==> config.mk <==
export PLATFORM = sky130hd
export DESIGN_NAME = tass_cfg
export DESIGN_NICKNAME = d
export VERILOG_FILES = /design/src/rtl/tass_pkg.sv /design/src/rtl/tass_cfg.sv
export SDC_FILE = /design/constraint.sdc
export NUM_CORES = 1
export LEC_CHECK = 0
export ABC_AREA = 1
export BUFFER_PORTS_ARGS = -buffer_cell sky130_fd_sc_hd__buf_2
export CAP_MARGIN = 20
export CORE_MARGIN = 2
export CORE_UTILIZATION = 47
export DETAILED_ROUTE_END_ITERATION = 6
export GPL_TIMING_DRIVEN = 0
export PLACE_DENSITY = 0.76
export SLEW_MARGIN = 10
export SYNTH_ARGS = -nofsm -noshare
export SYNTH_HDL_FRONTEND = slang
export SYNTH_SLANG_ARGS = --single-unit
export TNS_END_PERCENT = 50
==> constraint.sdc <==
create_clock -name clock -period 1 [get_ports clock]
set_input_delay 0.05 -clock clock [delete_from_list [all_inputs] [get_ports clock]]
set_output_delay 0.05 -clock clock [all_outputs]
set_load 0.05 [all_outputs]
==> src/rtl/tass_pkg.sv <==
// Shared types, constants and helper functions for the tensor axis swap scatter block.
package tass_pkg;

   localparam int DIM_BITS   = 12;
   localparam int ADDR_BITS  = 24;
   localparam int SIZE_W     = 13;
   localparam int MODE_W     = 2;
   localparam int VALUE_W    = 64;
   localparam int CSR_IDX_W  = 3;
   localparam int CSR_DATA_W = SIZE_W;

   localparam int EFF_W  = DIM_BITS + 1;
   localparam int PAIR_W = 2 * EFF_W;
   localparam int SAT_W  = ADDR_BITS + 1;
   localparam int CMP_W  = PAIR_W + SAT_W;
   localparam int PROD_W = 2 * SAT_W;

   localparam logic [CMP_W-1:0]  SAT_MAX = (CMP_W'(1) << ADDR_BITS) + CMP_W'(1);
   localparam logic [PROD_W-1:0] ADDR_LIMIT = PROD_W'(1) << ADDR_BITS;

   localparam logic [CSR_IDX_W-1:0] CSR_SWAP_MODE  = 3'd0;
   localparam logic [CSR_IDX_W-1:0] CSR_SIZE_AXIS1 = 3'd1;
   localparam logic [CSR_IDX_W-1:0] CSR_SIZE_AXIS2 = 3'd2;
   localparam logic [CSR_IDX_W-1:0] CSR_SIZE_AXIS3 = 3'd3;
   localparam logic [CSR_IDX_W-1:0] CSR_SIZE_AXIS4 = 3'd4;

   localparam logic [MODE_W-1:0] MODE_SWAP_12 = 2'd0;
   localparam logic [MODE_W-1:0] MODE_SWAP_13 = 2'd1;
   localparam logic [MODE_W-1:0] MODE_SWAP_23 = 2'd2;
   localparam logic [MODE_W-1:0] MODE_NONE    = 2'd3;

   typedef struct packed {
      logic [VALUE_W-1:0] elem_value;
      logic               restart;
   } req_payload_type;

   typedef struct packed {
      logic [ADDR_BITS-1:0] dest_address;
      logic [VALUE_W-1:0]   out_value;
      logic                 tensor_last;
      logic                 size_error;
   } rsp_payload_type;

   // effective (clamped) sizes and mode
   typedef struct packed {
      logic [MODE_W-1:0] mode;
      logic [EFF_W-1:0]  s1;
      logic [EFF_W-1:0]  s2;
      logic [EFF_W-1:0]  s3;
      logic [EFF_W-1:0]  s4;
   } cfg_type;

   // source coordinates of one word
   typedef struct packed {
      logic [DIM_BITS-1:0] a1;
      logic [DIM_BITS-1:0] a2;
      logic [DIM_BITS-1:0] a3;
      logic [DIM_BITS-1:0] a4;
      logic                last;
   } coord_type;

   function automatic logic [EFF_W-1:0] eff_size(input logic [SIZE_W-1:0] s);
      if (s == '0) begin
         return EFF_W'(1);
      end else if (int'(s) > (1 << DIM_BITS)) begin
         return EFF_W'(1 << DIM_BITS);
      end else begin
         return EFF_W'(s);
      end
   endfunction

   // saturate a pair product just above the address range
   function automatic logic [SAT_W-1:0] sat_pair(input logic [PAIR_W-1:0] x);
      if (CMP_W'(x) > SAT_MAX) begin
         return SAT_W'(SAT_MAX);
      end else begin
         return SAT_W'(x);
      end
   endfunction

endpackage

==> src/rtl/tass_cfg.sv <==
// Configuration registers with size clamping.
module tass_cfg (
   input  logic                             clock,
   input  logic                             reset,
   input  logic                             csr_write_enable,
   input  logic [tass_pkg::CSR_IDX_W-1:0]   csr_index,
   input  logic [tass_pkg::CSR_DATA_W-1:0]  csr_data,
   output tass_pkg::cfg_type                cfg
);

   logic [tass_pkg::MODE_W-1:0] mode_ff;
   logic [tass_pkg::SIZE_W-1:0] size1_ff;
   logic [tass_pkg::SIZE_W-1:0] size2_ff;
   logic [tass_pkg::SIZE_W-1:0] size3_ff;
   logic [tass_pkg::SIZE_W-1:0] size4_ff;

   always_ff @(posedge clock) begin
      if (reset) begin
         mode_ff  <= tass_pkg::MODE_SWAP_12;
         size1_ff <= tass_pkg::SIZE_W'(1);
         size2_ff <= tass_pkg::SIZE_W'(1);
         size3_ff <= tass_pkg::SIZE_W'(1);
         size4_ff <= tass_pkg::SIZE_W'(1);
      end else if (csr_write_enable) begin
         unique case (csr_index)
            tass_pkg::CSR_SWAP_MODE:  mode_ff  <= csr_data[tass_pkg::MODE_W-1:0];
            tass_pkg::CSR_SIZE_AXIS1: size1_ff <= csr_data[tass_pkg::SIZE_W-1:0];
            tass_pkg::CSR_SIZE_AXIS2: size2_ff <= csr_data[tass_pkg::SIZE_W-1:0];
            tass_pkg::CSR_SIZE_AXIS3: size3_ff <= csr_data[tass_pkg::SIZE_W-1:0];
            tass_pkg::CSR_SIZE_AXIS4: size4_ff <= csr_data[tass_pkg::SIZE_W-1:0];
            default: ;
         endcase
      end
   end

   assign cfg.mode = mode_ff;
   assign cfg.s1   = tass_pkg::eff_size(size1_ff);
   assign cfg.s2   = tass_pkg::eff_size(size2_ff);
   assign cfg.s3   = tass_pkg::eff_size(size3_ff);
   assign cfg.s4   = tass_pkg::eff_size(size4_ff);

endmodule

# Word-level counts from Yosys, hierarchy flattened
# Index checks and enable logic that the tools add are counted.
# W data, S select, Z words.
[totals] register_bits=54 inputBits=19 out_inout_bits=54
[op_classes] magnitude_cmp=4 n_eq_ne=4 mux=8 reduce_logical=10
[op_table] op="$mux W13" n=8
[op_table] op="$gt A13 B13 Y1 const B" n=4
[op_table] op="$logic_not A13 Y1" n=4
[op_table] op="$reduce_and A2 Y1" n=5
[op_table] op="$eq A3 B2 Y1 const B" n=2
[op_table] op="$eq A3 B1 Y1 const B" n=1
[op_table] op="$eq A3 B3 Y1 const B" n=1
[op_table] op="$logic_not A3 Y1" n=1

# Longest topological paths before layout
[logic_depth] word_depth=3 ltp_mapped=7 ltp_nobuf=7

# Worst setup path before layout
# OpenSTA, ideal clock, no wires.
[synth_path] path_type="register -> output" from="register size2_ff[6] (netlist bit)" to="output cfg[27] (netlist bit)" arrival_ps=1862 t_required_ps=950 path_slack_ps=-912 path_stages_with_launch=6 path_buffers=0 cell_sequence="dfxtp_1 nor2_1 nand2_1 nor2_1 nand2_1 a21boi_0"
[synth_lines] item="start, declared" line="tass_cfg.sv:13" source="logic [tass_pkg::SIZE_W-1:0] size2_ff;"
[synth_lines] item="start signal, assigned" line="tass_cfg.sv:21" source="size2_ff <= tass_pkg::SIZE_W'(1);"
[synth_lines] item="start signal, assigned" line="tass_cfg.sv:28" source="tass_pkg::CSR_SIZE_AXIS2: size2_ff <= csr_data[tass_pkg::SIZE_W-1:0];"
[synth_lines] item="end, declared" line="tass_cfg.sv:8" source="output tass_pkg::cfg_type cfg"

==> results.md <==
* RSZ-0062 raised after global routing: yes
* Max_cap viols at 0
* Fin. Hold Viols at 0
* Final worst path period need at 1.60 ns
* Top-count cell post-synth: nor2_1
* Seq/Total Area, Yosys at 0.408
* Worst Skew at 0 ns
* Crit end category: output pin
* Synth top area share at 0.408
* Setup WS post-layout at -0.600 ns
* Synth Cell Area at 2650 sq um
* Total GRT Usage at 0.266
* Share of post-route cells with drive strength above 1 at 0.522
* Cell Pwr Density at 1040 nW/um^2
* Slowest cell on the critical path: dfxtp_2
* Failing checks: setup timing
* Nets@finish at 492
* Final setup vio count at 52
* Synth Area in Compound Gates at 0.217
* Area contributors post-synth: dfxtp_1 (41%), nor2_1 (15%), nand2_1 (7.4%)
* DRT Pass-1 Iters at 4
* Total die area at 6250 sq um
* Antenna Nets Post-Route at 0
* CTS clk-pin slew, worst paths at 0.10 ns
* Max H-tree Level at 2
* Root Buffer: clkbuf_8
* Synth Register Bits at 54
* Hold crit path type: in2reg
* Vias in the first global route at 2,671
* Syn Inst Count at 375
* Routability cong. at 0.797
* Dpl ws at -0.431 ns
* IO Pins at 73
* Filler instances at 344
* Final Power at 4.66 mW
* Largest family of logic cells by synthesized area: simple AND/OR/NAND/NOR gates
* Avg Vias per Cell at 5.12
* TritonCTS clock tree: done
* Worst vdd ir at 1.01 mV
* Grt total ovfl at 0
* Via count at 2,793
* Max-slew violation count at 0
* Top_reg_cell synth: dfxtp_1
* First-pass GRT wire length at 12,900 um
* Placement Rows at 27
* CP Launch Type: flip-flop
* Cell Chain, Critical Path: nor2_2 -> nand2_1 -> nor2_2 -> nand2_2 -> clkbuf_16 -> a21boi_4 -> buf_6
* Worst-skew pair later-pin latency at 0.30 ns
* Placed wire-length estimate at 5210 um
* Initial DRC count at 126
* Synthesized area per cell at 7.06 sq um
* Register area at 1130 sq um
* Worst-path fanout max at 5
* Pleak at 1.77 nW
* P&R area growth vs syn at 68.5%
* Largest net degree at the start of global routing at 17
* Top cell type by total area after synthesis: dfxtp_1
* Diodes inserted at 0
* Starting density of the core at 0.484
* CP Data Required Time at 0.95 ns
* Vert. Die Dim at 79.1 um
* Synth warn at 0
* Post-synth EDFFs at 0
* DIE WIDTH at 79.1 um
* Most common cell on crit path: nor2_2
* Worst rel slew slack at 0.563
* Post-synth ARST share at 0
* Netlist cell types at 24
* Worst path max stage delay at 0.35 ns
* Post-synthesis adder-cell area fraction at 0
* Post-synth top cells: nor2_1 (109), dfxtp_1 (54), nand2_1 (52)
* Sink Count at 54
* Remaining DRCs at 0
* Period utilization at 1.60
* Core area at 5470 sq um
* Peak Freq at 625 MHz
* Crit path arrival time at 1.55 ns
* Tightest Pin Transition at 0.656 ns
* CP Class: reg2out
* Mux cell area share after synthesis at 0
* Area occupied by multi-input gates at 1960 sq um
* Initial antenna violation count at 0
* Detailed Route WL at 7970 um
* Syn Nets at 394
* CTS max path bufs at 2
* Port-buffer cells at 72
* Simple-gate share of the synthesized area at 0.287
* CTS buffer count at 5
* Synth Area in XOR/XNOR at 0
* Status: complete, but fails checks
* Routed len/inst at 14.6 um
## cells by family after synthesis
| group | count (synthesis) |
|---|---|
| simple gates | 181 |
| buf+inv | 50 |
| compound gates | 90 |
| flops | 54 |
## power by group
part	switching [mW]	total (mW)	internal, mW
sequential	0.0688	2.29	2.22
clock	0.712	1.19	0.480
combinational	0.729	1.18	0.452
total	1.51	4.66	3.15
## path summary, 6_finish.rpt
check / end / cells after the start / slack (ns) / start
hold / removal: size3_ff[10] / 3 / 0.02 / csr_data[10]
setup / recovery: cfg[6] / 7 / -0.60 / size4_ff[4]
hold reg to reg: size3_ff[2] / 2 / 0.50 / size3_ff[2]
setup reg to reg: size1_ff[12] / 3 / 0.24 / size1_ff[12]
## cells in the final DEF (no fill, tap or decap), drive strengths merged
cell,n
nand2,64
clkinvlp,4
nor2,112
clkinv,1
dfxtp,54
a21oi,15
dlygate4sd3,1
buf,96
inv,25
o211ai,1
nor3,1
a21boi,35
o21ai,39
nand3,7
clkbuf,18
## critical path: cells and delay by family (launching register included)
kind / cells / cell delay [ns]
compound gates: 1 / 0.14
buf+inv: 2 / 0.36
simple gates: 4 / 0.40
flops: 1 / 0.35
## area by class of cell
cell class	count	share of cell area
clock inverters	2	0.00337
repair buffers	88	0.193
multi-input cells	274	0.440
inverters	28	0.0255
well taps	72	0.0202
flip-flops and latches	54	0.253
plain buffers	22	0.0499
clock buffers	5	0.0154
## metal layers
| layer | part of all wire | global-route usage | vias to the layer above |
|---|---|---|---|
| met4 | 0.022 | 0.0948 | 0 |
| met1 | 0.42 | 0.350 | 1292 |
| met3 | 0.052 | 0.0420 | 17 |
| met2 | 0.50 | 0.443 | 91 |
| li1 | - | - | 1393 |
| met5 | 0 | 0 | - |
## per-stage QoR
stage | setup TNS [ns] | hold slack, ns | instances | area (sq um) | util
after floorplan | -10.58 | 0.119 | 375 | 3160 | -
after global placement | -15.57 | 0.264 | 519 | 3610 | 0.660
after detailed placement | -17.57 | 0.269 | 519 | 3610 | 0.660
after CTS | -24.10 | 0.0164 | 543 | 4380 | 0.799
after global routing | -28.04 | 0.0105 | 545 | 4460 | 0.815
final | -23.73 | 0.0241 | 545 | 4460 | 0.815
## registers in the layout, indices dropped and copies added (netlist names)
register,flops
size1_ff,13
size2_ff,13
size3_ff,13
size4_ff,13
mode_ff,2
## what timing repair did
action,CTS,global route
pin swaps,27,18
setup endpoints to repair,52,53
buffers inserted,11,2
hold buffers,1,0
gates cloned,5,0
resized for setup,163,33
hold endpoints to repair,2,0
Note: power is estimated with default switching activity, not from simulation.
