$ cat src/rtl/tass_pkg.sv
// Shared types, constants and helper functions for the tensor axis swap scatter block.
package tass_pkg;

   localparam int DIM_BITS   = 12;
   localparam int ADDR_BITS  = 24;
   localparam int SIZE_W     = 13;
   localparam int MODE_W     = 2;
   localparam int VALUE_W    = 64;
   localparam int CSR_IDX_W  = 3;
   localparam int CSR_DATA_W = SIZE_W;

   localparam int EFF_W  = DIM_BITS + 1;
   localparam int PAIR_W = 2 * EFF_W;
   localparam int SAT_W  = ADDR_BITS + 1;
   localparam int CMP_W  = PAIR_W + SAT_W;
   localparam int PROD_W = 2 * SAT_W;

   localparam logic [CMP_W-1:0]  SAT_MAX = (CMP_W'(1) << ADDR_BITS) + CMP_W'(1);
   localparam logic [PROD_W-1:0] ADDR_LIMIT = PROD_W'(1) << ADDR_BITS;

   localparam logic [CSR_IDX_W-1:0] CSR_SWAP_MODE  = 3'd0;
   localparam logic [CSR_IDX_W-1:0] CSR_SIZE_AXIS1 = 3'd1;
   localparam logic [CSR_IDX_W-1:0] CSR_SIZE_AXIS2 = 3'd2;
   localparam logic [CSR_IDX_W-1:0] CSR_SIZE_AXIS3 = 3'd3;
   localparam logic [CSR_IDX_W-1:0] CSR_SIZE_AXIS4 = 3'd4;

   localparam logic [MODE_W-1:0] MODE_SWAP_12 = 2'd0;
   localparam logic [MODE_W-1:0] MODE_SWAP_13 = 2'd1;
   localparam logic [MODE_W-1:0] MODE_SWAP_23 = 2'd2;
   localparam logic [MODE_W-1:0] MODE_NONE    = 2'd3;

   typedef struct packed {
      logic [VALUE_W-1:0] elem_value;
      logic               restart;
   } req_payload_type;

   typedef struct packed {
      logic [ADDR_BITS-1:0] dest_address;
      logic [VALUE_W-1:0]   out_value;
      logic                 tensor_last;
      logic                 size_error;
   } rsp_payload_type;

   // effective (clamped) sizes and mode
   typedef struct packed {
      logic [MODE_W-1:0] mode;
      logic [EFF_W-1:0]  s1;
      logic [EFF_W-1:0]  s2;
      logic [EFF_W-1:0]  s3;
      logic [EFF_W-1:0]  s4;
   } cfg_type;

   // source coordinates of one word
   typedef struct packed {
      logic [DIM_BITS-1:0] a1;
      logic [DIM_BITS-1:0] a2;
      logic [DIM_BITS-1:0] a3;
      logic [DIM_BITS-1:0] a4;
      logic                last;
   } coord_type;

   function automatic logic [EFF_W-1:0] eff_size(input logic [SIZE_W-1:0] s);
      if (s == '0) begin
         return EFF_W'(1);
      end else if (int'(s) > (1 << DIM_BITS)) begin
         return EFF_W'(1 << DIM_BITS);
      end else begin
         return EFF_W'(s);
      end
   endfunction

   // saturate a pair product just above the address range
   function automatic logic [SAT_W-1:0] sat_pair(input logic [PAIR_W-1:0] x);
      if (CMP_W'(x) > SAT_MAX) begin
         return SAT_W'(SAT_MAX);
      end else begin
         return SAT_W'(x);
      end
   endfunction

endpackage

$ cat src/rtl/tass_counter.sv
// Mixed-radix source position counters with restart and last-element detection.
module tass_counter (
   input  logic                clock,
   input  logic                reset,
   input  tass_pkg::cfg_type   cfg,
   input  logic                accept,
   input  logic                restart,
   output tass_pkg::coord_type coord
);

   logic [tass_pkg::DIM_BITS-1:0] pos1_ff, pos2_ff, pos3_ff, pos4_ff;
   logic [tass_pkg::DIM_BITS-1:0] cur1, cur2, cur3, cur4;
   logic                          top1, top2, top3, top4;

   assign cur1 = restart ? '0 : pos1_ff;
   assign cur2 = restart ? '0 : pos2_ff;
   assign cur3 = restart ? '0 : pos3_ff;
   assign cur4 = restart ? '0 : pos4_ff;

   // at or beyond the last position of its axis
   assign top1 = ({1'b0, cur1} + tass_pkg::EFF_W'(1)) >= cfg.s1;
   assign top2 = ({1'b0, cur2} + tass_pkg::EFF_W'(1)) >= cfg.s2;
   assign top3 = ({1'b0, cur3} + tass_pkg::EFF_W'(1)) >= cfg.s3;
   assign top4 = ({1'b0, cur4} + tass_pkg::EFF_W'(1)) >= cfg.s4;

   always_ff @(posedge clock) begin
      if (reset) begin
         pos1_ff <= '0;
         pos2_ff <= '0;
         pos3_ff <= '0;
         pos4_ff <= '0;
      end else if (accept) begin
         pos1_ff <= top1 ? '0 : cur1 + 1'b1;
         pos2_ff <= !top1 ? cur2 : (top2 ? '0 : cur2 + 1'b1);
         pos3_ff <= !(top1 && top2) ? cur3 : (top3 ? '0 : cur3 + 1'b1);
         pos4_ff <= !(top1 && top2 && top3) ? cur4 : (top4 ? '0 : cur4 + 1'b1);
      end
   end

   assign coord.a1   = cur1;
   assign coord.a2   = cur2;
   assign coord.a3   = cur3;
   assign coord.a4   = cur4;
   assign coord.last = top1 && top2 && top3 && top4;

endmodule

$ cat config.mk
export PLATFORM = sky130hd
export DESIGN_NAME = tass_counter
export DESIGN_NICKNAME = d
export VERILOG_FILES = /design/src/rtl/tass_pkg.sv /design/src/rtl/tass_counter.sv
export SDC_FILE = /design/constraint.sdc
export NUM_CORES = 1
export LEC_CHECK = 0
export CORE_ASPECT_RATIO = 1.1
export CORE_MARGIN = 3
export CORE_UTILIZATION = 30
export CTS_BUF_LIST = sky130_fd_sc_hd__clkbuf_8
export CTS_CLUSTER_DIAMETER = 80
export DETAILED_ROUTE_END_ITERATION = 8
export DONT_BUFFER_PORTS = 1
export GPL_TIMING_DRIVEN = 0
export SETUP_SLACK_MARGIN = 0.15
export SYNTH_ARGS = -nofsm -noshare
export SYNTH_HDL_FRONTEND = slang
export SYNTH_SLANG_ARGS = --single-unit
$ cat constraint.sdc
create_clock -name clock -period 16.33 [get_ports clock]
set_input_delay 4.899 -clock clock [delete_from_list [all_inputs] [get_ports clock]]
set_output_delay 4.899 -clock clock [all_outputs]
set_load 0.005 [all_outputs]
======== Word level (Yosys, flattened, before mapping) ========
Cells that the tools add are included.
storage, ports and cells
  flip-flop bits (word level) ............. 48
  input bits .............................. 58
  output and inout port bits .............. 49
  word-level logic and storage cells ...... 30
cells by class
  $add $sub $neg .......................... 8
  magnitude comparators ................... 4
  multiplexer cells ....................... 11
  reductions and logical operators ........ 3
operators with widths
  kind                                            number
  2-to-1 mux 12 bit                               11
  adder 12 x 1 -> 13 bit (second input constant)  4
  >= comparator 13 bit                            4
  adder 12 x 1 -> 12 bit (second input constant)  4
  logical AND 1 bit                               3

======== Logic depth before layout (Yosys ltp) ========
  depth after elaboration ................. 6
  depth in mapped cells ................... 22

======== Worst setup path before layout ========
Ideal clock, no wire load.
  path type ............................... input-to-output
  from .................................... input port restart
  to ...................................... output port coord[0] (netlist name)
  arrival ................................. 8.323 ns
  data required time ...................... 11.431 ns
  setup slack ............................. 3.108 ns
  stages .................................. 17
  buffers on the path ..................... 5
  path through ............................ buf_6 -> clkbuf_1 -> buf_6 -> buf_2 -> clkbuf_1 -> nor2b_1 -> ha_1 -> and3_1 -> and3_1 -> and3_1 -> and3_1 -> and3_1 -> ha_1 -> nand4_1 -> o31ai_2 -> nand3_1 -> nor2b_1
RTL lines
  element      RTL line           source
  from (decl)  tass_counter.sv:7  input logic restart,
  to (decl)    tass_counter.sv:8  output tass_pkg::coord_type coord

==> qor.txt <==
Ys Warns -> 0
Rows -> 45
CTS clk-pin slew, worst paths -> 0.09 ns
Worst vdd ir -> 0.0000344 V
Largest net degree at the start of global routing -> 14
Met3 wire len -> 741 microns
Met2 routed WL -> 5.88 mm
Post-synth top area share -> 22.0%
Register area -> 961 sq um
PD cells -> 47.9 nW/um^2
Mean post-synth cell area -> 7.95 sq um
Initial drt markers -> 257
Endpoints failing setup -> 0
Routed WL per cell -> 16.7 microns
FF-to-FF End -> pos4_ff[1]
Seq/Total Area, Yosys -> 22.0%
Status -> complete, no violations
Slew Viols, Final -> 0
Vias in the first global route -> 3,751
Starting Density -> 31.1%
Top routing layer used -> met4
Reg2Reg Depth -> 13
Slew @ Worst Pin -> 0.827 ns
Fmax achieved -> 68.6 MHz
Post-Route Utilization -> 33.4%
Wl on met1 -> 5.71 mm
Combinational power share -> 14.0%
Ports -> 107
CTS root buf -> clkbuf_8
FF+latch count, synth -> 48
Worst R2R Setup Slack -> 12.00 ns
DRT antenna net count -> 0
Setup TNS -> 0 ns
Post-route cell area -> 4690 sq um
H-tree Lvls -> 2
LEAKAGE -> 2.24 nW
# nets final -> 670
Class of the worst hold path -> reg2reg
Die Span Y -> 133 microns
GR Overflow Total -> 0
Core ar. -> 14,000 sq um
Mapped cell area -> 4360 sq um
CP Class -> in2out
Fin crit period -> 14.59 ns
Non-filler instance count after layout -> 745
Die Footprint -> 16,000 sq um
P_int -> 162 uW
Reg2reg start -> pos3_ff[0]
Most common cell after layout, fill and taps aside -> inv_1
Placer Congestion -> 0.798
DRT Pass-1 Iters -> 4
Vias per std cell -> 5.19
CTS resizes -> 0
DP Cell Count -> 737
Commonest cells after routing, fill and taps aside -> inv_1 (65), ha_1 (56), dfxtp_1 (48)
Worst Path Arrival -> 9.69 ns
CTS tree -> built
Die Wd -> 121 microns
CTS Buffer Depth -> 2
Max-Cap Viols -> 0
Critical Path Source -> restart
Clock sink count -> 48
End of the critical path -> coord[0]
Hpwl dp -> 10.2 mm
Diode count -> 0
Fin. Hold Viols -> 0
Clock Skew -> 0.00481 ns
Synth Instances -> 549
Number of flops mapped to enable cells by yosys -> 0
Drt total wl -> 12.4 mm
Synth area leader -> dfxtp_1
DRC -> 0
Multi-input logic area -> 3060 sq um
Post-synth ARST share -> 0%
GRT Util Overall -> 15.4%
First-pass GRT wire length -> 19.8 mm
RSZ-0062 raised after global routing -> false
Cts hold-fix bufs -> 0
Switching share of power -> 27.7%
Top post-synthesis cells by area -> dfxtp_1 (22%), ha_1 (16%), inv_1 (5.4%)
Clock power share -> 32.8%
Top FF cell, synth -> dfxtp_1
Initial antenna violation count -> 0
Worst Hold Depth -> 2
DP Area -> 4600 sq um
Relative slew slack -> 44.3%
Seq pwr share -> 53.2%
Via count -> 3,870
WHS -> 0.480 ns
Period utilisation layout -> 89.3%
IO buf count -> 0
Psw -> 62.2 uW
Post-synth net total -> 663
Critical Path Fanout Max -> 10
Area grow syn2layout -> 7.45%
Crit path capture type -> output port
Post-CTS Setup Bufs -> 0
CTS Buf Count -> 5
CP startpoint kind -> input pin
Layout fillers -> 1,488
Share of layout cells above drive strength 1 -> 7.18%
Synth cell types -> 65
Worst path required time -> 11.43 ns
Worst skew pair latency -> 0.31 ns
cells in the mapped netlist (6+ instances only):
cell type,number
xor2_1,23
nor3_1,6
and3_1,21
dfxtp_1,48
clkbuf_1,9
and2b_1,6
a32o_1,6
a22o_1,12
nand3_1,29
o21ai_0,16
inv_1,63
nor2b_1,37
ha_1,56
nor2_1,39
xnor2_1,14
a21oi_1,36
nand2_1,27
buf_2,6
layout make-up:
| cell class | count | share of cell area, % |
|---|---|---|
| Buffer | 21 | 2.32 |
| Clock buffer | 6 | 1.76 |
| Clock inverter | 2 | 0.160 |
| Inverter | 63 | 5.04 |
| Multi-Input combinational cell | 417 | 65.2 |
| Sequential cell | 48 | 20.5 |
| Tap cell | 188 | 5.02 |
critical path, cell delays in order:
cell and delay (ns):
buf_6 0.16, clkbuf_1 0.49, buf_6 0.23, buf_2 0.25, clkbuf_1 0.54, nor2b_1 0.20, ha_1 0.29, and3_1 0.20
and3_1 0.19, and3_1 0.18, and3_1 0.18, and3_1 0.19, ha_1 0.31, nand4_1 0.16, o31ai_2 0.73, nand3_1 0.22
nor2b_1 0.26
worst min path at each step:
stage                 endpoint  startpoint
floorplan           pos3_ff[7]  pos3_ff[7]
global placement    pos3_ff[7]  pos3_ff[7]
detailed placement  pos3_ff[7]  pos3_ff[7]
CTS                 pos3_ff[7]  pos3_ff[7]
global route        pos1_ff[4]  pos1_ff[4]
finish              pos2_ff[5]  pos2_ff[5]
per-layer routing:
layer	up-vias	global-route usage, %
li1	1944	-
met5	-	0
met2	93	26.1
met4	0	3.02
met1	1826	19.7
met3	7	3.85
stage by stage:
step           setup slack, ns  power [mW]
5_1_grt                   1.48       0.238
4_1_cts                   1.73       0.228
3_3_place_gp              1.77       0.153
3_5_place_dp              1.72       0.154
6_report                  1.74       0.225
2_1_floorplan             3.11       0.145
cell families (layout without fill, tap and decap cells):
kind of cell               Yosys count  count (layout)  synth area share, %
and+or+nand+nor                    204             204                 27.0
AOI/OAI and AO/OA                  117             117                 18.8
buffers and inverters               84              92                 7.91
adders and majority gates           56              56                 16.1
DFF                                 48              48                 22.0
xor gates and xnor gates            37              37                 7.43
muxes                                3               3                0.774
state kept, by name (all words and copies together) (netlist names):
| signal | flops |
|---|---|
| pos1_ff | 12 |
| pos2_ff | 12 |
| pos3_ff | 12 |
| pos4_ff | 12 |
power by group through the flow:
stage / clock (mW) / sequential [mW] / combinational [mW]
3_5_place_dp: 0 / 0.122 / 0.0318
2_1_floorplan: 0 / 0.122 / 0.0229
3_3_place_gp: 0 / 0.122 / 0.0307
6_report: 0.0736 / 0.120 / 0.0316
4_1_cts: 0.0765 / 0.120 / 0.0320
5_1_grt: 0.0819 / 0.120 / 0.0364
Power figures use the tool's default switching activity.
